**src/sv/hcm_win_cell.sv**
```systemverilog
// ----------------------------------------------------------------------------
// Median window cell
// Holds the per-color set count of one window column and passes it on.
// ----------------------------------------------------------------------------
module hcm_win_cell #(
    parameter int NUM_COLORS = 5,
    parameter int CW         = 4
) (
    input  logic                              aclk,
    input  logic                              aresetn,
    input  logic                              shift_en,
    input  logic [NUM_COLORS-1:0][CW-1:0]     cnt_in,
    output logic [NUM_COLORS-1:0][CW-1:0]     cnt_out
);

    logic [NUM_COLORS-1:0][CW-1:0] cnt_reg;

    always_ff @(posedge aclk) begin
        if (!aresetn) begin
            cnt_reg <= '0;
        end else if (shift_en) begin
            cnt_reg <= cnt_in;
        end
    end

    assign cnt_out = cnt_reg;

endmodule
```
**config.mk**
```make
export PLATFORM = sky130hd
export DESIGN_NAME = hcm_win_cell
export DESIGN_NICKNAME = d
export VERILOG_FILES = /design/src/sv/hcm_win_cell.sv
export SDC_FILE = /design/constraint.sdc
export NUM_CORES = 1
export LEC_CHECK = 0
export ABC_AREA = 1
export BUFFER_PORTS_ARGS = -buffer_cell sky130_fd_sc_hd__buf_4
export CORE_UTILIZATION = 35
export CTS_CLUSTER_SIZE = 28
export DETAILED_ROUTE_END_ITERATION = 12
export SLEW_MARGIN = 20
export SYNTH_ARGS = -nofsm -noshare
export SYNTH_HDL_FRONTEND = slang
export SYNTH_SLANG_ARGS = --single-unit
```
**constraint.sdc**
```tcl
create_clock -name aclk -period 1.7 [get_ports aclk]
set_clock_uncertainty 0.15 [all_clocks]
set_input_delay 0.34 -clock aclk [delete_from_list [all_inputs] [get_ports aclk]]
set_output_delay 0.34 -clock aclk [all_outputs]
set_load 0.01 [all_outputs]
```
* Word level (Yosys, flattened, before mapping) *
Index checks and enable logic that the tools add are counted.
W data, S select, Z words.

word-level totals
  register bits after elaboration = 20
  input bits = 23
  output and inout port bits = 20
  logic and storage cells = 5

* Longest topological paths before layout *
Gate-level depths: netlist of run 1.

  word-level depth = 0
  gate-level depth with buffers = 4
  depth with buffers taken out = 4

* Worst setup path after synthesis of run 1 *
No wires, ideal clock.

  path type = in2reg
  start point = input port shift_en
  end point = register cnt_reg, in the netlist cnt_out[11]
  library setup time = 0.113 ns
  arrival time = 0.582 ns
  required time = 1.437 ns
  slack = 0.855 ns
  stages on the path = 3
  buffers on the path = 1
  path through = buf_6 nor2_1 nor2_1

RTL lines
  what                    line  RTL
  start: declaration      11    input logic shift_en,
  end signal: assignment  22    cnt_reg <= cnt_in;
  end: declaration        16    logic [NUM_COLORS-1:0][CW-1:0] cnt_reg;

* Worst setup path in the final report of run 1 *
  start point = register cnt_reg, in the netlist cnt_out[8]
  end point = output port cnt_out[8] in the netlist's numbering

RTL lines
  what              line  RTL
  end: declaration  13    output logic [NUM_COLORS-1:0][CW-1:0] cnt_out

No word-level cell between the ends.

==> run_results.csv, run 1 <==
group,metric,value,unit
floorplanning,initial_utilization,0.372,
drt,vias_per_cell,4.04,
grt,antenna_found_initial,0,
sta,timing.final.crit_share,0.754,
worst_setup_path,path_class,"flip-flop to output pin",
cells_and_area,fill_cells,246,
clock_network,clk_latency,290,ps
floorplanning,die_w,50.7,um
place,gp_congestion,0.667,
drt,route.detailed.drc,0,
floorplanning,rows,17,
grt,top_usage_layer,"met2",
worst_setup_path,crit_path_start,"cnt_out[8]$_SDFFE_PN0P_",
clock_network,cts_made_buffers,3,
floorplanning,io-pin-count,43,
sta,relSlewSlack,0.758,
grt,grt_usage,0.139,
sta,max_freq,0.780,GHz
floorplanning,core_region_area,2230,um^2
worst_setup_path,startpoint_type,"flip-flop",
clock_network,cts_resized,0,
run_status,status,"finished, final reports clean",
sta,tightest_slew,363,ps
pwr,power-per-cell-area,832,nW/um^2
cells_and_area,layout_commonest_cell,"buf_4",
hold_path,hold_path.class,"input port to flip-flop",
worst_setup_path,critPathBufInv,1,
worst_setup_path,timing.rr.start,"cnt_out[8]$_SDFFE_PN0P_",
sta,hold_viol,0,
floorplanning,die_y,50.7,um
drt,drt_iter0_drc,8,
worst_setup_path,timing.reg2reg.setup_slack,980,ps
hold_path,hold_start,"cnt_in[11]",
clock_network,cts.sinks,20,
pwr,total_power,0.967,mW
pwr,p_leak,0.688,nW
drt,drtAntennaViolNets,0,
clock_network,clk_pin_slew,110,ps
worst_setup_path,cp.required,1210,ps
grt,grt_pass1_wl,2680,um
cells_and_area,largest_reg_flops,20,
worst_setup_path,slowest_delay,370,ps
clock_network,post_cts_buffers,0,
yosys,ys_ff_latch,20,
worst_setup_path,cp_top_family,"flip-flops",
grt,grt_pass1_vias,634,
worst_setup_path,crit_fanout,2,
worst_setup_path,crit_chain,"buf_4",
yosys,ys_types,6,
cells_and_area,antenna_cells,0,
worst_setup_path,endpoint_kind,"output pin",
sta,setup_viol,0,
drt,totalWireLength,1590,um
yosys,synth_warnings,0,
yosys,syn_avg_cell_area,6.59,um^2
yosys,syn-cell-area,831,um^2
grt,overflow,0,
yosys,syn-instance-count,126,
sta,slew_violations,0,
cells_and_area,nets,190,
grt,gr-usage-met1,0.188,
sta,fin_hold_ws,178,ps
grt,met3_usage,0.0273,
sta,fin_crit,1280,ps
sta,rsz0062_at_grt,"false",
yosys,seq_area_frac_synth,0.482,
worst_setup_path,cp_slowest_cell,"dfxtp_1",
yosys,synth_nets,149,
grt,grt_max_degree,41,
drt,avgRoutedWirePerCell,8.19,um
clock_network,cts_tree,"yes",
clock_network,ctsHtreeMaxLevel,1,
pwr,irDropWorstVdd,0.000439,V
sta,tns,0,ps
grt,gr-usage-met2,0.216,
clock_network,postCtsHoldBufs,0,
run,maxCapViolCount,0,
floorplanning,die_area,2570,um^2
drt,vias,784,
clock_network,cts-root-buf,"clkbuf_4",
cells_and_area,mostFrequentLayoutCells,"buf_4 (42), nor2_1 (40), nand2_1 (40)",
drt,first_pass_iters,3,
worst_setup_path,worstPathArrival,790,ps
clock_network,cts_max_path_buffers,2,
cells_and_area,drive_above_1_share,0.277,
place,io_buffers,42,
place,dpl.hpwl,1100,um
cells_and_area,area_delta_synth_final,39.9,%
[kinds of logic (layout without fill, tap and decap cells)]
group / Yosys count / count (layout) / share of synthesized area
flops: 20 / 20 / 0.482
buf+inv: 26 / 66 / 0.157
simple gates: 80 / 80 / 0.361
[synthesized netlist by cell type]
| cell type | count | area [um^2] |
|---|---|---|
| buf_2 | 2 | 10.0 |
| nor2_1 | 40 | 150 |
| dfxtp_1 | 20 | 400 |
| buf_6 | 4 | 45.0 |
| inv_1 | 20 | 75.1 |
| nand2_1 | 40 | 150 |
[per-stage QoR]
stage                     worst slack, ps  area [um^2]   util  cells
after floorplan                       855          831      -    126
after global placement                577         1130  0.504    190
after detailed placement              553         1130  0.504    190
after CTS                             407         1160  0.520    194
after global routing                  365         1160  0.520    194
final                                 418         1160  0.520    194
[final timing paths]
path                               to  depth (start not counted)
max                        cnt_out[8]                          1
min          cnt_out[11]$_SDFFE_PN0P_                          5
max reg2reg   cnt_out[8]$_SDFFE_PN0P_                          2
min reg2reg   cnt_out[9]$_SDFFE_PN0P_                          2
[power by group]
| part | switching [mW] | internal [mW] |
|---|---|---|
| sequential | 0.0173 | 0.501 |
| combinational | 0.0829 | 0.0969 |
| clock | 0.138 | 0.130 |
[routing by layer]
layer  share of wire  up-vias
met5               0        -
met4          0.0076        0
met3           0.068        2
met2            0.42       30
met1            0.50      320
li1                -      432
[cell type report]
class                   count  area [um^2]  area share
repair buffers             42          315       0.271
flip-flops and latches     20          400       0.344
inverters                  20         75.1      0.0646
well taps                  28         35.0      0.0301
multi-input cells          80          300       0.258
clock buffers               4         36.3      0.0312
Note: power is estimated with default switching activity, not from simulation.
==> run 2: changes to the inputs <==
--- a/config.mk
+++ b/config.mk
@@ -10,6 +10,7 @@
 export CORE_UTILIZATION = 35
 export CTS_CLUSTER_SIZE = 28
 export DETAILED_ROUTE_END_ITERATION = 12
+export PLACE_DENSITY = 0.67
 export SLEW_MARGIN = 20
 export SYNTH_ARGS = -nofsm -noshare
 export SYNTH_HDL_FRONTEND = slang
==> constraint.sdc (replaced) <==
create_clock -name aclk -period 1.1 [get_ports aclk]
set_clock_uncertainty 0.15 [all_clocks]
set_input_delay 0.22 -clock aclk [delete_from_list [all_inputs] [get_ports aclk]]
set_output_delay 0.22 -clock aclk [all_outputs]
set_load 0.01 [all_outputs]
==> run 2 against run 1 <==
The run now ends with negative setup slack left; wire length is 11% higher; final cell count is 1.5% higher; first-iteration DRC count is 13% lower; via count is 2.8% higher; largest cell class unchanged; largest power group unchanged; highest routed layer is now met3.
==> run_results.csv, run 2 (synthesis results as in run 1) <==
group,metric,value,unit
sta,hold_viol,0,
place,placed_cell_area,1130,um^2
cells_and_area,fill_cells,216,
sta,timing.final.ws_setup,-25.4,ps
sta,fin_crit,1130,ps
place,gp_congestion,0.613,
worst_setup_path,cp_num_cells,1,
cells_and_area,drive_above_1_share,0.408,
place,dpl.hpwl,1170,um
clock_network,clk_pin_slew,120,ps
place,io_buffers,42,
hold_path,hold_path.class,"input port to flip-flop",
clock_network,cts_tree,"yes",
worst_setup_path,worst-r2r-cell-count,3,
worst_setup_path,endpoint_kind,"output pin",
worst_setup_path,startpoint_type,"flip-flop",
floorplanning,die_w,50.7,um
drt,totalWireLength,1770,um
cells_and_area,area_delta_synth_final,54.7,%
floorplanning,core_region_area,2230,um^2
floorplanning,die_area,2570,um^2
grt,overflow,0,
sta,setup_viol,20,
sta,slew_violations,0,
cells_and_area,nets,193,
drt,wl_met2,804,um
drt,route.detailed.drc,0,
clock_network,cts-root-buf,"clkbuf_4",
cells_and_area,largest_reg_flops,20,
grt,grt_max_degree,41,
worst_setup_path,cp_slowest_cell,"dfxtp_2",
clock_network,cts_max_path_buffers,2,
cells_and_area,fin_area,1280,um^2
worst_setup_path,cp_top_family,"flip-flops",
cells_and_area,mostFrequentLayoutCells,"nor2_1 (40), nand2_1 (40), buf_4 (25)",
drt,wl_met1,840,um
drt,first_pass_iters,4,
drt,drtAntennaViolNets,0,
clock_network,cts.sinks,20,
hold_path,worstHoldPathCells,5,
grt,grt_usage,0.148,
worst_setup_path,cp.required,730,ps
grt,antenna_found_initial,0,
grt,grt_pass1_vias,731,
run_status,violations,"negative setup slack",
drt,vias,806,
run_status,status,"finished, violations left",
sta,tightest_slew,351,ps
drt,wl_met3,122,um
worst_setup_path,slowest_delay,350,ps
sta,relSlewSlack,0.766,
drt,avgRoutedWirePerCell,8.97,um
floorplanning,io-pin-count,43,
run,maxCapViolCount,0,
worst_setup_path,crit_chain,"buf_6",
floorplanning,die_y,50.7,um
grt,grt_pass1_wl,2960,um
floorplanning,initial_utilization,0.372,
clock_network,cts_made_buffers,3,
cells_and_area,antenna_cells,0,
clock_network,clk_latency,290,ps
worst_setup_path,crit_fanout,2,
sta,timing.final.crit_share,1.02,
drt,drt_iter0_drc,7,
worst_setup_path,critPathBufInv,1,
drt,vias_per_cell,4.09,
drt,top_layer,"met3",
sta,rsz0062_at_grt,"true",
worst_setup_path,path_class,"flip-flop to output pin",
sta,fin_hold_ws,57.4,ps
worst_setup_path,worstPathArrival,760,ps
floorplanning,rows,17,
pwr,irDropWorstVdd,0.000846,V
sta,max_freq,0.889,GHz
pwr,p_leak,0.728,nW
clock_network,ctsHtreeMaxLevel,1,
pwr,power-per-cell-area,1220,nW/um^2
## run 2: changes by cell type in the layout (fill, tap and decap cells not counted)
| cell | delta |
|---|---|
| buf_4 | -17 |
| buf_6 | +20 |
| dfxtp_1 | -20 |
| dfxtp_2 | +20 |
## run 2: where the power goes
group	leakage [nW]	total [mW]	internal [mW]	switching [mW]
logic	0.535	0.321	0.188	0.134
clock network	0.0210	0.424	0.202	0.222
registers	0.172	0.822	0.785	0.0363
## run 2: final cells by class
cell class / count / area, um^2 / area share
Tap cell: 28 / 35.0 / 0.0273
Timing Repair Buffer: 45 / 413 / 0.321
Multi-Input combinational cell: 80 / 300 / 0.234
Clock buffer: 4 / 36.3 / 0.0282
Inverter: 20 / 75.1 / 0.0584
Sequential cell: 20 / 425 / 0.331
## run 2: worst paths after layout
check	to	slack [ps]	from
setup / recovery	cnt_out[2]	-30	cnt_out[2]$_SDFFE_PN0P_
hold / removal	cnt_out[10]$_SDFFE_PN0P_	60	cnt_in[10]
setup reg to reg	cnt_out[17]$_SDFFE_PN0P_	260	cnt_out[17]$_SDFFE_PN0P_
hold reg to reg	cnt_out[10]$_SDFFE_PN0P_	330	cnt_out[10]$_SDFFE_PN0P_
## run 2: metrics by stage
step / utilization / setup TNS (ps) / instances / power, mW / worst slack (ps)
after floorplan: - / 0 / 126 / 0.963 / 375
after global placement: 0.504 / 0 / 190 / 1.09 / 101
after detailed placement: 0.504 / 0 / 190 / 1.10 / 82.0
after CTS: 0.569 / -533 / 195 / 1.57 / -33.4
after global routing: 0.575 / -990 / 197 / 1.65 / -58.5
final: 0.575 / -359 / 197 / 1.57 / -25.4
## run 2: layer usage
layer	vias to the layer above	GRT usage
li1	438	-
met1	337	0.189
met2	31	0.249
met3	0	0.0333
met4	0	0.0417
met5	-	0
## run 2: what timing repair did
action | CTS | global route
hold buffers | 0 | 0
gates resized for setup | 40 | 0
endpoints found under the setup margin | 20 | 20
setup buffers | 1 | 2
==> run 3: changes to the inputs <==
--- a/config.mk
+++ b/config.mk
@@ -5,12 +5,11 @@
 export SDC_FILE = /design/constraint.sdc
 export NUM_CORES = 1
 export LEC_CHECK = 0
-export ABC_AREA = 1
 export BUFFER_PORTS_ARGS = -buffer_cell sky130_fd_sc_hd__buf_4
-export CORE_UTILIZATION = 35
+export CORE_UTILIZATION = 37
 export CTS_CLUSTER_SIZE = 28
 export DETAILED_ROUTE_END_ITERATION = 12
-export PLACE_DENSITY = 0.67
+export PLACE_DENSITY = 0.72
 export SLEW_MARGIN = 20
 export SYNTH_ARGS = -nofsm -noshare
 export SYNTH_HDL_FRONTEND = slang
==> run 3 against run 2 <==
The flow still finishes with violations (negative setup slack); utilization up 11 points; combinational power shrank 8.7%; clock power shrank 5.2%; sequential share of layout area rose by 0.76 points; clock-buffer cell count unchanged; critical endpoint unchanged; sequential power shrank 2%; first-iteration DRC count fell by 57%; total power shrank 4.3%; synthesized cell count fell by 49%; worst setup slack better by 15 ps.
==> run_results.csv, run 3 <==
group,metric,value,unit
run_status,violations,"negative setup slack",
sta,fin_crit,1110,ps
pwr,power-per-cell-area,1190,nW/um^2
floorplanning,die_w,47.2,um
yosys,syn-cell-area,756,um^2
clock_network,cts.sinks,20,
cells_and_area,largest_reg_flops,20,
drt,totalWireLength,1550,um
cells_and_area,nets,133,
floorplanning,core_region_area,1820,um^2
worst_setup_path,endpoint_kind,"output pin",
yosys,synth_top_family_by_area,"multiplexers",
place,placed_cell_area,1110,um^2
drt,vias_per_cell,4.47,
pwr,total_power,1.50,mW
run_status,status,"finished, violations left",
grt,grt_pass1_vias,539,
sta,timing.final.ws_setup,-10.8,ps
drt,vias,599,
cells_and_area,finish.utilization,0.690,
clock_network,postCtsHoldBufs,0,
drt,first_pass_iters,2,
sta,rsz0062_at_grt,"true",
run,maxCapViolCount,0,
yosys,synth-edff-count,0,
cells_and_area,mostFrequentLayoutCells,"buf_4 (23), mux2i_1 (20), nor2b_1 (20), dfxtp_2 (20), buf_6 (20)",
worst_setup_path,cp.required,730,ps
cells_and_area,antenna_cells,0,
clock_network,cts_made_buffers,3,
clock_network,clk_latency,280,ps
yosys,yosys-top-cells-area,"dfxtp_1 (53%), mux2i_1 (26%), nor2b_1 (17%), buf_6 (3.0%), clkbuf_1 (0.99%)",
grt,grt_max_degree,21,
clock_network,cts_max_path_buffers,2,
worst_setup_path,crit_fanout,2,
sta,hold_viol,0,
grt,grt_pass1_wl,2260,um
cells_and_area,layout_commonest_cell,"buf_4",
floorplanning,die_area,2230,um^2
sta,relSlewSlack,0.896,
sta,tightest_slew,151,ps
floorplanning,initial_utilization,0.415,
cells_and_area,area_delta_synth_final,66.2,%
place,dpl_worst_slack,68.8,ps
clock_network,cts-root-buf,"clkbuf_4",
clock_network,ctsHtreeMaxLevel,1,
yosys,syn_avg_cell_area,11.8,um^2
yosys,synth_simple_gate_area_frac,0.166,
worst_setup_path,timing.reg2reg.setup_slack,190,ps
grt,grt_usage,0.149,
hold_path,worstHoldPathCells,3,
cells_and_area,fill_cells,151,
worst_setup_path,r2r-end,"cnt_out[8]$_SDFFE_PN0P_",
worst_setup_path,path_class,"flip-flop to output pin",
worst_setup_path,timing.rr.start,"cnt_out[8]$_SDFFE_PN0P_",
yosys,ys.flop_type,"dfxtp_1",
yosys,seq_area_frac_synth,0.530,
yosys,ys_ff_latch,20,
worst_setup_path,worst-r2r-cell-count,3,
place,dpl.hpwl,1130,um
drt,drt_iter0_drc,3,
worst_setup_path,cp_top_family,"flip-flops",
worst_setup_path,startpoint_type,"flip-flop",
clock_network,clk_pin_slew,100,ps
worst_setup_path,crit_chain,"buf_6",
yosys,synth_nets,87,
yosys,synth_warnings,0,
worst_setup_path,slowest_delay,340,ps
grt,overflow,0,
yosys,synth_compound_area_frac,0,
hold_path,hold_start,"cnt_in[7]",
drt,avgRoutedWirePerCell,11.5,um
yosys,synth_top_cell_by_area,"dfxtp_1",
clock_network,cts_tree,"yes",
yosys,yosysTopAreaCellShare,0.530,
floorplanning,rows,15,
sta,timing.final.crit_share,1.01,
pwr,p_leak,0.598,nW
hold_path,hold_path_end,"cnt_out[7]$_SDFFE_PN0P_",
drt,route.detailed.drc,0,
cells_and_area,drive_above_1_share,0.633,
worst_setup_path,worstPathArrival,740,ps
yosys,synthMuxAreaShare,0.265,
grt,antenna_found_initial,0,
sta,setup_viol,19,
yosys,ys_types,5,
cells_and_area,fin_area,1260,um^2
yosys,async_flop_share,0,
floorplanning,die_y,47.2,um
pwr,irDropWorstVdd,0.000715,V
hold_path,hold_path.class,"input port to flip-flop",
floorplanning,io-pin-count,43,
yosys,synth_common_cells,"dfxtp_1 (20), mux2i_1 (20), nor2b_1 (20)",
worst_setup_path,cp_slowest_cell,"dfxtp_2",
yosys,syn-instance-count,64,
place,io_buffers,42,
sta,fin_hold_ws,38.3,ps
drt,drtAntennaViolNets,0,
yosys,synth_xor_area_frac,0,
yosys,synthAdderAreaFrac,0,
place,gp_congestion,0.626,
sta,max_freq,0.900,GHz
worst_setup_path,critPathBufInv,1,
sta,slew_violations,0,
==> run 3: cell types whose count changed in the layout (fill, tap and decap cells not counted), sizes merged <==
cell | before | now
inv | 20 | 0
nand2 | 40 | 0
nor2 | 40 | 0
mux2i | 0 | 20
nor2b | 0 | 20
==> run 3: worst max path at each step <==
stage	from	end	cells after the start
finish	cnt_out[2]$_SDFFE_PN0P_	cnt_out[2]	1
CTS	cnt_out[17]$_SDFFE_PN0P_	cnt_out[17]	1
global route	cnt_out[9]$_SDFFE_PN0P_	cnt_out[9]	1
floorplan	shift_en	cnt_out[0]$_SDFFE_PN0P_	3
detailed placement	shift_en	cnt_out[17]$_SDFFE_PN0P_	4
global placement	shift_en	cnt_out[13]$_SDFFE_PN0P_	4
==> run 3: final cells by class <==
cell class	count	area, um^2	share of cell area
multi-input cells	40	325	0.259
flip-flops and latches	20	425	0.339
well taps	25	31.3	0.0249
clock buffers	4	36.3	0.0289
repair buffers	45	438	0.349
==> run 3: cell families after synthesis <==
kind of cell / after synthesis
simple gates: 20
mux: 20
buf+inv: 4
flops: 20
==> run 3: power breakdown <==
part           internal (mW)  switching (mW)  leakage [nW]  total, mW
Combinational          0.193          0.0993         0.405      0.293
Sequential             0.776          0.0292         0.172      0.805
Clock                  0.201           0.201        0.0210      0.402
Total                   1.17           0.329         0.598       1.50
==> run 3: routing by layer <==
metal | GRT usage | share of wire | vias up
met5 | 0 | 0 | -
li1 | - | - | 302
met2 | 0.231 | 0.46 | 31
met4 | 0.0686 | 0 | 0
met3 | 0.0500 | 0.094 | 0
met1 | 0.187 | 0.45 | 266
==> run 3: timing repair <==
item / CTS / global route
resized for setup: 40 / 0
endpoints found under the setup margin: 20 / 20
cloned: 0 / 0
buffers inserted: 0 / 1
endpoints found under the hold margin: 0 / 0
==> run 3: stage by stage <==
| stage | instances | setup TNS [ps] |
|---|---|---|
| 2_1_floorplan | 64 | 0 |
| 3_3_place_gp | 129 | 0 |
| 3_5_place_dp | 129 | 0 |
| 4_1_cts | 133 | -388 |
| 5_1_grt | 134 | -855 |
| 6_report | 134 | -90.5 |
