==> config.mk <==
export PLATFORM = sky130hd
export DESIGN_NAME = hcm_classify
export DESIGN_NICKNAME = d
export VERILOG_FILES = /design/src/sv/hcm_pkg.sv /design/src/sv/hcm_classify.sv
export SDC_FILE = /design/constraint.sdc
export NUM_CORES = 1
export LEC_CHECK = 0
export BUFFER_PORTS_ARGS = -buffer_cell sky130_fd_sc_hd__buf_2
export CELL_PAD_IN_SITES_DETAIL_PLACEMENT = 2
export CELL_PAD_IN_SITES_GLOBAL_PLACEMENT = 2
export CORE_UTILIZATION = 30
export DETAILED_ROUTE_END_ITERATION = 10
export GPL_ROUTABILITY_DRIVEN = 0
export PLACE_DENSITY_LB_ADDON = 0.05
export SYNTH_ARGS = -nofsm -noshare
export SYNTH_HDL_FRONTEND = slang
export SYNTH_SLANG_ARGS = --single-unit
==> constraint.sdc <==
create_clock -name vclk -period 2.3
set_input_delay 0 -clock vclk [all_inputs]
set_output_delay 0 -clock vclk [all_outputs]
set_load 0.1 [all_outputs]
==> src/sv/hcm_pkg.sv <==
// ----------------------------------------------------------------------------
// HSV color mask package
// Register indexes, reset values, field widths and shared register types.
// ----------------------------------------------------------------------------
package hcm_pkg;

    localparam int MAX_COLORS = 5;
    localparam int HUE_W      = 10;
    localparam int SAT_W      = 8;
    localparam int VAL_W      = 8;
    localparam int WIN_W      = 28;
    localparam int LINE_W_W   = 11;
    localparam int FRAME_H_W  = 13;
    localparam int ROWCNT_W   = 14;
    localparam int CFG_IDX_W  = 3;

    // Configuration register indexes.
    localparam logic [CFG_IDX_W-1:0] REG_BLUE_WIN   = 3'd0;
    localparam logic [CFG_IDX_W-1:0] REG_GREEN_WIN  = 3'd1;
    localparam logic [CFG_IDX_W-1:0] REG_PINK_WIN   = 3'd2;
    localparam logic [CFG_IDX_W-1:0] REG_RED_WIN    = 3'd3;
    localparam logic [CFG_IDX_W-1:0] REG_YELLOW_WIN = 3'd4;
    localparam logic [CFG_IDX_W-1:0] REG_BG_WIN     = 3'd5;
    localparam logic [CFG_IDX_W-1:0] REG_LINE_WIDTH = 3'd6;
    localparam logic [CFG_IDX_W-1:0] REG_FRAME_H    = 3'd7;

    // Item kinds on the input channel.
    localparam logic OP_PIXEL = 1'b0;
    localparam logic OP_FLUSH = 1'b1;

    // Color window register: saturation minimum, hue high, hue low.
    typedef struct packed {
        logic [SAT_W-1:0] sat_min;
        logic [HUE_W-1:0] hue_hi;
        logic [HUE_W-1:0] hue_lo;
    } color_win_t;

    // Background register: saturation minimum, value minimum.
    typedef struct packed {
        logic [SAT_W-1:0] sat_min;
        logic [VAL_W-1:0] val_min;
    } bg_win_t;

    localparam logic [WIN_W-1:0] RST_BLUE_WIN   = 28'd147555901;
    localparam logic [WIN_W-1:0] RST_GREEN_WIN  = 28'd81244447;
    localparam logic [WIN_W-1:0] RST_PINK_WIN   = 28'd107941683;
    localparam logic [WIN_W-1:0] RST_RED_WIN    = 28'd174106583;
    localparam logic [WIN_W-1:0] RST_YELLOW_WIN = 28'd174283899;
    localparam logic [15:0]          RST_BG_WIN     = 16'd7962;
    localparam logic [LINE_W_W-1:0]  RST_LINE_WIDTH = 11'd640;
    localparam logic [FRAME_H_W-1:0] RST_FRAME_H    = 13'd480;

endpackage

==> src/sv/hcm_classify.sv <==
// ----------------------------------------------------------------------------
// HSV color classifier
// Builds the raw per-color mask of one pixel from the threshold registers.
// ----------------------------------------------------------------------------
module hcm_classify #(
    parameter int NUM_COLORS = 5
) (
    input  logic [hcm_pkg::HUE_W-1:0]  hue,
    input  logic [hcm_pkg::SAT_W-1:0]  sat,
    input  logic [hcm_pkg::VAL_W-1:0]  val,
    input  hcm_pkg::color_win_t [hcm_pkg::MAX_COLORS-1:0] color_win,
    input  hcm_pkg::bg_win_t           bg_win,
    output logic [NUM_COLORS-1:0]      mask
);

    logic fg;
    logic [NUM_COLORS-1:0] in_hue;

    assign fg = (val > bg_win.val_min) && (sat > bg_win.sat_min);

    always_comb begin
        for (int k = 0; k < NUM_COLORS; k++) begin
            // A window whose low bound lies above its high bound wraps through zero.
            if (color_win[k].hue_lo <= color_win[k].hue_hi) begin
                in_hue[k] = (hue > color_win[k].hue_lo) && (hue < color_win[k].hue_hi);
            end else begin
                in_hue[k] = (hue > color_win[k].hue_lo) || (hue < color_win[k].hue_hi);
            end
            mask[k] = fg && in_hue[k] && (sat > color_win[k].sat_min);
        end
    end

endmodule

# ---- After elaboration in Yosys (flattened, before gate mapping)
# Cells that the tools add are included.
dict set report op_classes {
  addsub 0
  n_mul 0
  div 0
  order_cmp 22
  eq_ne 0
  shift 0
  muxes 5
  bitwise_logic 0
  reduce_logical 21
}
# op count
set ops {}
lappend ops {{> comparator 8 bit} 7}
lappend ops {{> comparator 10 bit} 5}
lappend ops {{less-or-equal comparator 10 bit} 5}
lappend ops {{< comparator 10 bit} 5}
lappend ops {{logical AND 1 bit} 16}
lappend ops {{logical OR 1 bit} 5}
lappend ops {{two-way mux 1 bit} 5}
dict set report word_totals {
  regBits 0
  latch_bits 0
  ram_bits 0
  mem_bits_ro 0
  n_memories 0
}

# ---- Longest topological paths before layout
# Gate-level depths: netlist of the first run.
dict set report logic_depth {
  ltp_word 5
  mapped_depth 8
}

# ---- Worst setup path before layout of the first run
# Ideal clock, no wire load.
dict set report synth_timing {
  path_type {input to output}
  start {input color_win[73] (netlist bit)}
  end {output mask[2]}
  t_arrival_ns 3.246
  required_time_ns 2.300
  path_slack_ns -0.946
  path_stages 8
  path_buffers 0
  cell_sequence {inv_1 > ha_1 > a21o_1 > a21o_1 > a21oi_1 > o21ai_1 > maj3_1 > nor3_1}
}
dict set report synth_via {
  elab_chain_cells 5
  word_cells_on_any_way 7
  cone_classes {order compare (2); mux (1); reduce/logical (4)}
}
# element line_no
set synth_rtl {}
lappend synth_rtl {{start: declaration} hcm_classify.sv:11} ;# input hcm_pkg::color_win_t [hcm_pkg::MAX_COLORS-1:0] color_win,
lappend synth_rtl {{< comparator 10 bit} {hcm_classify.sv:25, hcm_classify.sv:27}}
lappend synth_rtl {{logical OR 1 bit or logical AND 1 bit (tied branches)} {hcm_classify.sv:27, hcm_classify.sv:25}}
lappend synth_rtl {{two-way mux 1 bit (*)} hcm_classify.sv:24} ;# if (color_win[k].hue_lo <= color_win[k].hue_hi) begin
lappend synth_rtl {{logical AND 1 bit (*) (2 in series)} hcm_classify.sv:29} ;# mask[k] = fg && in_hue[k] && (sat > color_win[k].sat_min);
lappend synth_rtl {{end: declaration} hcm_classify.sv:13} ;# output logic [NUM_COLORS-1:0] mask
# Every way passes the cells marked *; elsewhere a longest branch is shown, timed or not.

# ---- Final worst setup path of the first run
dict set report layout_timing {
  start {input hue[7] (netlist bit)}
  end {output mask[2]}
}
dict set report layout_via {
  elab_chain_cells 5
  word_cells_on_any_way 7
  cone_classes {order compare (2); mux (1); reduce/logical (4)}
}
# element line_no
set layout_rtl {}
lappend layout_rtl {{start: declaration} hcm_classify.sv:8} ;# input logic [hcm_pkg::HUE_W-1:0] hue,
lappend layout_rtl {{> comparator 10 bit or < comparator 10 bit (tied branches)} {hcm_classify.sv:25, hcm_classify.sv:27}}
lappend layout_rtl {{logical OR 1 bit or logical AND 1 bit (tied branches)} {hcm_classify.sv:27, hcm_classify.sv:25}}
lappend layout_rtl {{two-way mux 1 bit (*)} hcm_classify.sv:24}
lappend layout_rtl {{logical AND 1 bit (*) (2 in series)} hcm_classify.sv:29}
# Marked as above.

==> impl_metrics.json, run 1 <==
{
  "maxSlewHeadroom_pct": 68.5,
  "ff_latch_area_um2": 0,
  "hold_depth": 6,
  "n_clock_buffer": 0,
  "post-cts-setup-buffers": 0,
  "first_iter_violations": 73,
  "crit_chain": "buf_2 > ha_1 > a21o_1 > a21o_1 > a21oi_1 > o21ai_1 > maj3_1 > nor3_4 > buf_12",
  "ys_seq_area_share_pct": 0,
  "synth_top_area_share_pct": 51.7,
  "wl_per_cell_um": 17.2,
  "dieHeight_um": 129,
  "crit_slowest_cell": "maj3_1",
  "finalMaxSlewViolations": 0,
  "crit_type": "input port to output port",
  "grt_pass1_vias": 6137,
  "yosys_warnings": 0,
  "yosysMostFrequentCell": "ha_1",
  "setup_viol": 0,
  "n_antenna_cell": 0,
  "syn-num-nets": 1043,
  "period_share_pct": 87.7,
  "synth.area.top_cells": "ha_1 52%, inv_1 13%, a21oi_1 5.8%, a21o_1 4.8%, nand4_1 4.1%",
  "critPathBufInv": 2,
  "cap_violations": 0,
  "holdWs_ns": 0.581,
  "status": "finished clean",
  "synth_common_cells": "201 x ha_1, 165 x inv_1, 56 x a21oi_1",
  "max_freq_ghz": 0.496,
  "fin_crit_ns": 2.02,
  "netlist_instances": 660,
  "drc": 0,
  "placementRows": 46,
  "grt_pass1_wl_mm": 29.2,
  "core_area_um2": 15900,
  "worstPathArrival_ns": 2.02,
  "final.setup.tns_ns": 0,
  "first_pass_iters": 6,
  "rsz0062_at_grt": "false",
  "power.density_nw_per_um2": 185,
  "fillCellCount": 1975,
  "crit_top_cell": "a21o_1",
  "leakage_nw": 3.81,
  "start_kind": "input port",
  "cp_max_fo": 10,
  "path_delay_family": "adder cells",
  "nNetsFinal": 1233,
  "cpPeakStageDelay_ns": 0.42,
  "worstSetupEndpointType": "output port",
  "hold_class": "input port to output port",
  "crit_required_ns": 2.30,
  "nFlopsAndLatches": 0,
  "cts_resized": 0,
  "drive_above_1_share_pct": 23.2,
  "post-route-util_pct": 39.1,
  "grt_max_degree": 11,
  "final_antenna_net_count": 0,
  "initial_core_util_pct": 30.6,
  "overflow": 0,
  "die_area_um2": 16700,
  "synth.cell_area_um2": 4870,
  "grt_usage_pct": 21.9,
  "ys_types": 31,
  "synth.avg_cell_area_um2": 7.37,
  "via_per_inst": 5.09,
  "path_depth": 9,
  "tightest_slew_ns": 0.466,
  "antenna_found_initial": 0,
  "vias": 5411,
  "synth_area_leader_cell": "ha_1",
  "multi_input_area_um2": 4300,
  "final_hold_viol_count": 0,
  "dpl.hpwl_mm": 16.7,
  "io_pins": 187,
  "port_buffers": 187,
  "die_x_um": 129,
  "syn_to_final_growth_pct": 27.5,
  "cts_hold_buf": 0,
  "vdd_drop_max_v": 0.0000672,
  "wirelength_mm": 18.3
}
per-layer routing:
metal | wire length (um) | up-vias | track usage (%)
li1 | - | 2731 | -
met1 | 7810 | 2561 | 25.1
met2 | 9890 | 113 | 46.3
met3 | 542 | 6 | 0.248
met4 | 76 | 0 | 0.830
met5 | 0 | - | 0
where the power goes:
group	total, mW	leakage, nW	internal [mW]	switching (mW)
Combinational	1.15	3.81	0.506	0.641
Sequential	0	0	0	0
Clock	0	0	0	0
area by class of cell:
| class | count | area share [%] |
|---|---|---|
| inverter | 165 | 9.98 |
| multi-input combinational | 495 | 69.3 |
| tap | 216 | 4.35 |
| timing repair buffer | 188 | 16.4 |
logic make-up after synthesis:
logic type,count (synthesis),synth area share (%)
compound gates,155,20.6
fa+ha+maj,206,52.7
buf+inv,165,12.7
simple gates,134,13.9
path summary, 6_finish.rpt:
check	slack, ns	to	from
hold / removal	0.58	mask[3]	color_win[104]
setup / recovery	0.28	mask[2]	hue[7]
tightest hold or removal path: stages:
cell     delay (ns)
buf_2          0.08
ha_1           0.11
nand2_1        0.04
nand3_1        0.12
nor3_4         0.06
buf_12         0.16
stage by stage:
stage               total power, mW  std cells  setup slack (ns)  instance area, um2
CTS                            1.17       1064             0.239                6210
global placement               1.07       1064             0.262                6210
detailed placement             1.16       1064             0.226                6210
finish                         1.15       1064             0.283                6210
floorplan                     0.673        660             0.283                4920
global route                   1.31       1064             0.141                6210
cells in the final DEF, fill, tap and decap left out, types with 3 or more instances in the layout:
master / count
o21ai_0: 20
inv_1: 165
a21o_1: 31
nor3_4: 5
maj3_1: 4
ha_1: 201
nand2_1: 14
nand4_1: 32
nand2b_1: 6
nor2b_1: 6
o221a_1: 3
nand3_1: 31
a211oi_1: 11
o21ai_1: 7
o2111ai_1: 4
a21oi_1: 56
buf_2: 182
nor2_1: 30
buf_12: 5
o41ai_1: 7
nor3_1: 8
o22ai_1: 5
No activity file was read; power rests on OpenSTA's default activity.
==> run 2: changes to the inputs <==
--- a/config.mk
+++ b/config.mk
@@ -12,6 +12,7 @@
 export DETAILED_ROUTE_END_ITERATION = 10
 export GPL_ROUTABILITY_DRIVEN = 0
 export PLACE_DENSITY_LB_ADDON = 0.05
+export SETUP_SLACK_MARGIN = 0.1
 export SYNTH_ARGS = -nofsm -noshare
 export SYNTH_HDL_FRONTEND = slang
 export SYNTH_SLANG_ARGS = --single-unit
==> constraint.sdc (replaced) <==
create_clock -name vclk -period 2.45
set_input_delay 0 -clock vclk [all_inputs]
set_output_delay 0 -clock vclk [all_outputs]
set_load 0.1 [all_outputs]
==> impl_metrics.json, run 2 (synthesis gave the netlist of run 1 again) <==
{
  "status": "finished clean",
  "leakage_nw": 3.79,
  "wirelength_mm": 18.5,
  "seq_power_share_pct": 0,
  "maxSlewHeadroom_pct": 39.0,
  "ff_latch_area_um2": 0,
  "placementRows": 46,
  "worstPathArrival_ns": 2.18,
  "grt_usage_pct": 21.9,
  "drc": 0,
  "port_buffers": 187,
  "first_pass_iters": 4,
  "grt_max_degree": 11,
  "initial_core_util_pct": 30.6,
  "grt_pass1_vias": 6110,
  "syn_to_final_growth_pct": 27.1,
  "cts_hold_buf": 0,
  "io_pins": 187,
  "grt_pass1_wl_mm": 29.1,
  "clockPowerShare_pct": 0,
  "via_per_inst": 5.14,
  "vias": 5478,
  "post-cts-setup-buffers": 0,
  "final_cell_mix": "201 x ha_1, 183 x buf_2, 165 x inv_1",
  "dieHeight_um": 129,
  "setup_viol": 0,
  "comb_power_share_pct": 100.0,
  "start_kind": "input port",
  "max_freq_ghz": 0.459,
  "intPower_mw": 0.470,
  "n_clock_buffer": 0,
  "crit_required_ns": 2.45,
  "die_area_um2": 16700,
  "overflow": 0,
  "tightest_slew_ns": 0.915,
  "vdd_drop_max_v": 0.0000755,
  "die_x_um": 129,
  "period_share_pct": 88.9,
  "core_area_um2": 15900,
  "finalMaxSlewViolations": 0,
  "wl_per_cell_um": 17.4,
  "first_iter_violations": 58,
  "cts_resized": 0,
  "power.density_nw_per_um2": 172,
  "nNetsFinal": 1234,
  "worstSetupEndpointType": "output port",
  "crit_type": "input port to output port",
  "antenna_found_initial": 0,
  "drive_above_1_share_pct": 23.3,
  "final.setup.tns_ns": 0,
  "fin_crit_ns": 2.18,
  "rsz0062_at_grt": "false",
  "cap_violations": 0,
  "final_antenna_net_count": 0,
  "cp_max_fo": 6,
  "dpl.hpwl_mm": 17.1,
  "nFlopsAndLatches": 0,
  "hold_class": "input port to output port",
  "p_switching_mw": 0.595,
  "final_common_cell": "ha_1",
  "fillCellCount": 1961,
  "post-route-util_pct": 38.9,
  "final_hold_viol_count": 0,
  "p_sw_share_pct": 55.9
}
==> run 2: worst max-delay path, stage by stage <==
cell	delay (ns)
buf_2	0.15
ha_1	0.31
nor2b_1	0.13
o21a_1	0.16
o21ai_1	0.11
a21oi_1	0.09
o32ai_2	0.79
nor3_2	0.10
buf_2	0.33
==> run 2: stage by stage <==
stage	setup WS, ns	instances	power, mW	hold slack (ns)	cell area, um2
detailed placement	0.218	1065	1.09	0.609	6180
finish	0.271	1066	1.07	0.577	6180
global route	0.141	1065	1.22	0.633	6180
global placement	0.250	1065	0.999	0.611	6180
floorplan	0.0513	660	0.623	0.382	4900
CTS	0.215	1065	1.09	0.612	6180
==> run 2: worst paths after layout <==
check,slack (ns),end,start,cells past startpoint
worst min-delay path,0.58,mask[2],color_win[76],6
worst max-delay path,0.27,mask[3],sat[1],9
==> run 2: final cells by class <==
type	instances	area (um2)	area share [%]
repair buffers	189	1010	16.4
well taps	216	270	4.37
diodes	1	2.50	0.0405
multi-input cells	495	4280	69.2
inverters	165	619	10.0
==> run 2: layer usage <==
layer	share of wire, %	routed length, um	vias up	global-route usage (%)
met5	0	0	-	0
met4	0.79	147	0	2.42
met3	4.1	761	10	0.702
met2	56	10300	127	46.9
met1	39	7280	2609	23.9
li1	-	-	2732	-
==> run 2: power groups by stage <==
stage / clock network [mW] / logic (mW) / registers (mW)
finish: 0.0000000547 / 1.07 / 0
global route: 0 / 1.22 / 0
CTS: 0 / 1.09 / 0
detailed placement: 0 / 1.09 / 0
global placement: 0 / 0.999 / 0
floorplan: 0 / 0.623 / 0
==> run 3: changes to the inputs <==
--- a/config.mk
+++ b/config.mk
@@ -8,7 +8,7 @@
 export BUFFER_PORTS_ARGS = -buffer_cell sky130_fd_sc_hd__buf_2
 export CELL_PAD_IN_SITES_DETAIL_PLACEMENT = 2
 export CELL_PAD_IN_SITES_GLOBAL_PLACEMENT = 2
-export CORE_UTILIZATION = 30
+export CORE_UTILIZATION = 28
 export DETAILED_ROUTE_END_ITERATION = 10
 export GPL_ROUTABILITY_DRIVEN = 0
 export PLACE_DENSITY_LB_ADDON = 0.05
==> constraint.sdc (replaced) <==
create_clock -name vclk -period 2.2
set_input_delay 0.33 -clock vclk [all_inputs]
set_output_delay 0.33 -clock vclk [all_outputs]
set_load 0.1 [all_outputs]
==> impl_metrics.json, run 3 (synthesis gave the netlist of run 1 again) <==
{
  "tightest_slew_ns": 0.313,
  "n_antenna_cell": 0,
  "cts_hold_buf": 0,
  "worstSetupEndpointType": "output port",
  "vias": 6002,
  "antenna_found_initial": 0,
  "power_mw": 1.74,
  "crit_type": "input port to output port",
  "n_clock_buffer": 0,
  "fin_ws_ns": -0.366,
  "final_antenna_net_count": 0,
  "overflow": 0,
  "worstPathArrival_ns": 2.24,
  "max_freq_ghz": 0.390,
  "finalMaxSlewViolations": 0,
  "dieHeight_um": 134,
  "maxSlewHeadroom_pct": 78.9,
  "cpPeakStageDelay_ns": 0.36,
  "leakage_nw": 4.30,
  "final_cell_mix": "157 x buf_2, 145 x ha_1, 142 x inv_1",
  "critPathBufInv": 4,
  "grt_pass1_wl_mm": 34.4,
  "final_hold_viol_count": 0,
  "drc": 0,
  "placed_cells": 1135,
  "period_share_pct": 117,
  "grt_usage_pct": 24.2,
  "first_pass_iters": 4,
  "nNetsFinal": 1306,
  "setup_viol": 5,
  "post_dp_cell_area_um2": 6980,
  "crit_slowest_cell": "maj3_2",
  "stdcell_count": 1141,
  "path_depth": 10,
  "crit_end": "mask[2]",
  "ff_latch_area_um2": 0,
  "nFlopsAndLatches": 0,
  "power.density_nw_per_um2": 214,
  "core_area_um2": 16800,
  "vdd_drop_max_v": 0.000101,
  "syn_to_final_growth_pct": 66.9,
  "cap_violations": 0,
  "port_buffers": 187,
  "status": "finished with violations",
  "drive_above_1_share_pct": 43.5,
  "final_common_cell": "buf_2",
  "fin_crit_ns": 2.57,
  "path_delay_family": "adder cells",
  "start_kind": "input port",
  "wirelength_mm": 24.1,
  "hold_depth": 6,
  "crit_required_ns": 1.87,
  "hold_class": "input port to output port",
  "grt_max_degree": 9,
  "dpl.hpwl_mm": 18.4,
  "first_iter_violations": 152,
  "rsz0062_at_grt": "true",
  "fin_area_um2": 8120,
  "cp_max_fo": 5,
  "io_pins": 187,
  "wl_per_cell_um": 21.1,
  "crit_chain": "buf_8 > buf_6 > buf_4 > ha_1 > nand4_1 > o221a_1 > o21ai_1 > maj3_2 > nor3_4 > buf_12",
  "die_x_um": 134,
  "initial_core_util_pct": 29.0,
  "violations": "setup timing",
  "die_area_um2": 17900,
  "grt_pass1_vias": 6799,
  "timing.critical_path.from": "hue[2]",
  "placementRows": 47,
  "via_per_inst": 5.26
}
[run 3: metal layers]
layer  up-vias  GRT usage (%)  share of wire, %
li1       2887              -                 -
met1      2886           26.2                38
met2       178           50.1                55
met3        51          0.869               3.3
met4         0           6.12               3.1
met5         -              0                 0
[run 3: area by class of cell]
cell class,count,area [um2]
tap,220,275
timing repair buffer,261,1900
fill,1846,8640
inverter,165,686
multi-input combinational,495,5260
[run 3: worst min path at each step]
stage	to	from
after global placement	mask[3]	color_win[104]
after CTS	mask[1]	color_win[48]
after floorplan	mask[0]	color_win[20]
after global routing	mask[3]	color_win[104]
final	mask[3]	color_win[104]
after detailed placement	mask[1]	color_win[48]
[run 3: per-stage QoR]
stage | hold slack (ns) | util [%] | setup WS, ns | setup TNS, ns
2_1_floorplan | 1.04 | - | -0.416 | -1.64
3_3_place_gp | 1.26 | 41.7 | -0.445 | -1.91
3_5_place_dp | 1.25 | 41.7 | -0.471 | -2.13
4_1_cts | 1.26 | 46.3 | -0.313 | -1.33
5_1_grt | 1.28 | 48.4 | -0.424 | -1.73
6_report | 1.26 | 48.4 | -0.366 | -1.49
[run 3: where the power goes]
group / internal (mW) / total, mW / switching, mW / leakage (nW)
sequential: 0 / 0 / 0 / 0
combinational: 0.840 / 1.74 / 0.895 / 4.30
clock: 0 / 0 / 0 / 0
total: 0.840 / 1.74 / 0.895 / 4.30
[run 3: timing repair]
| action | CTS | global route |
|---|---|---|
| pin swaps | 50 | 36 |
| buffers inserted | 4 | 4 |
| setup endpoints to repair | 5 | 5 |
| resized for setup | 136 | 48 |
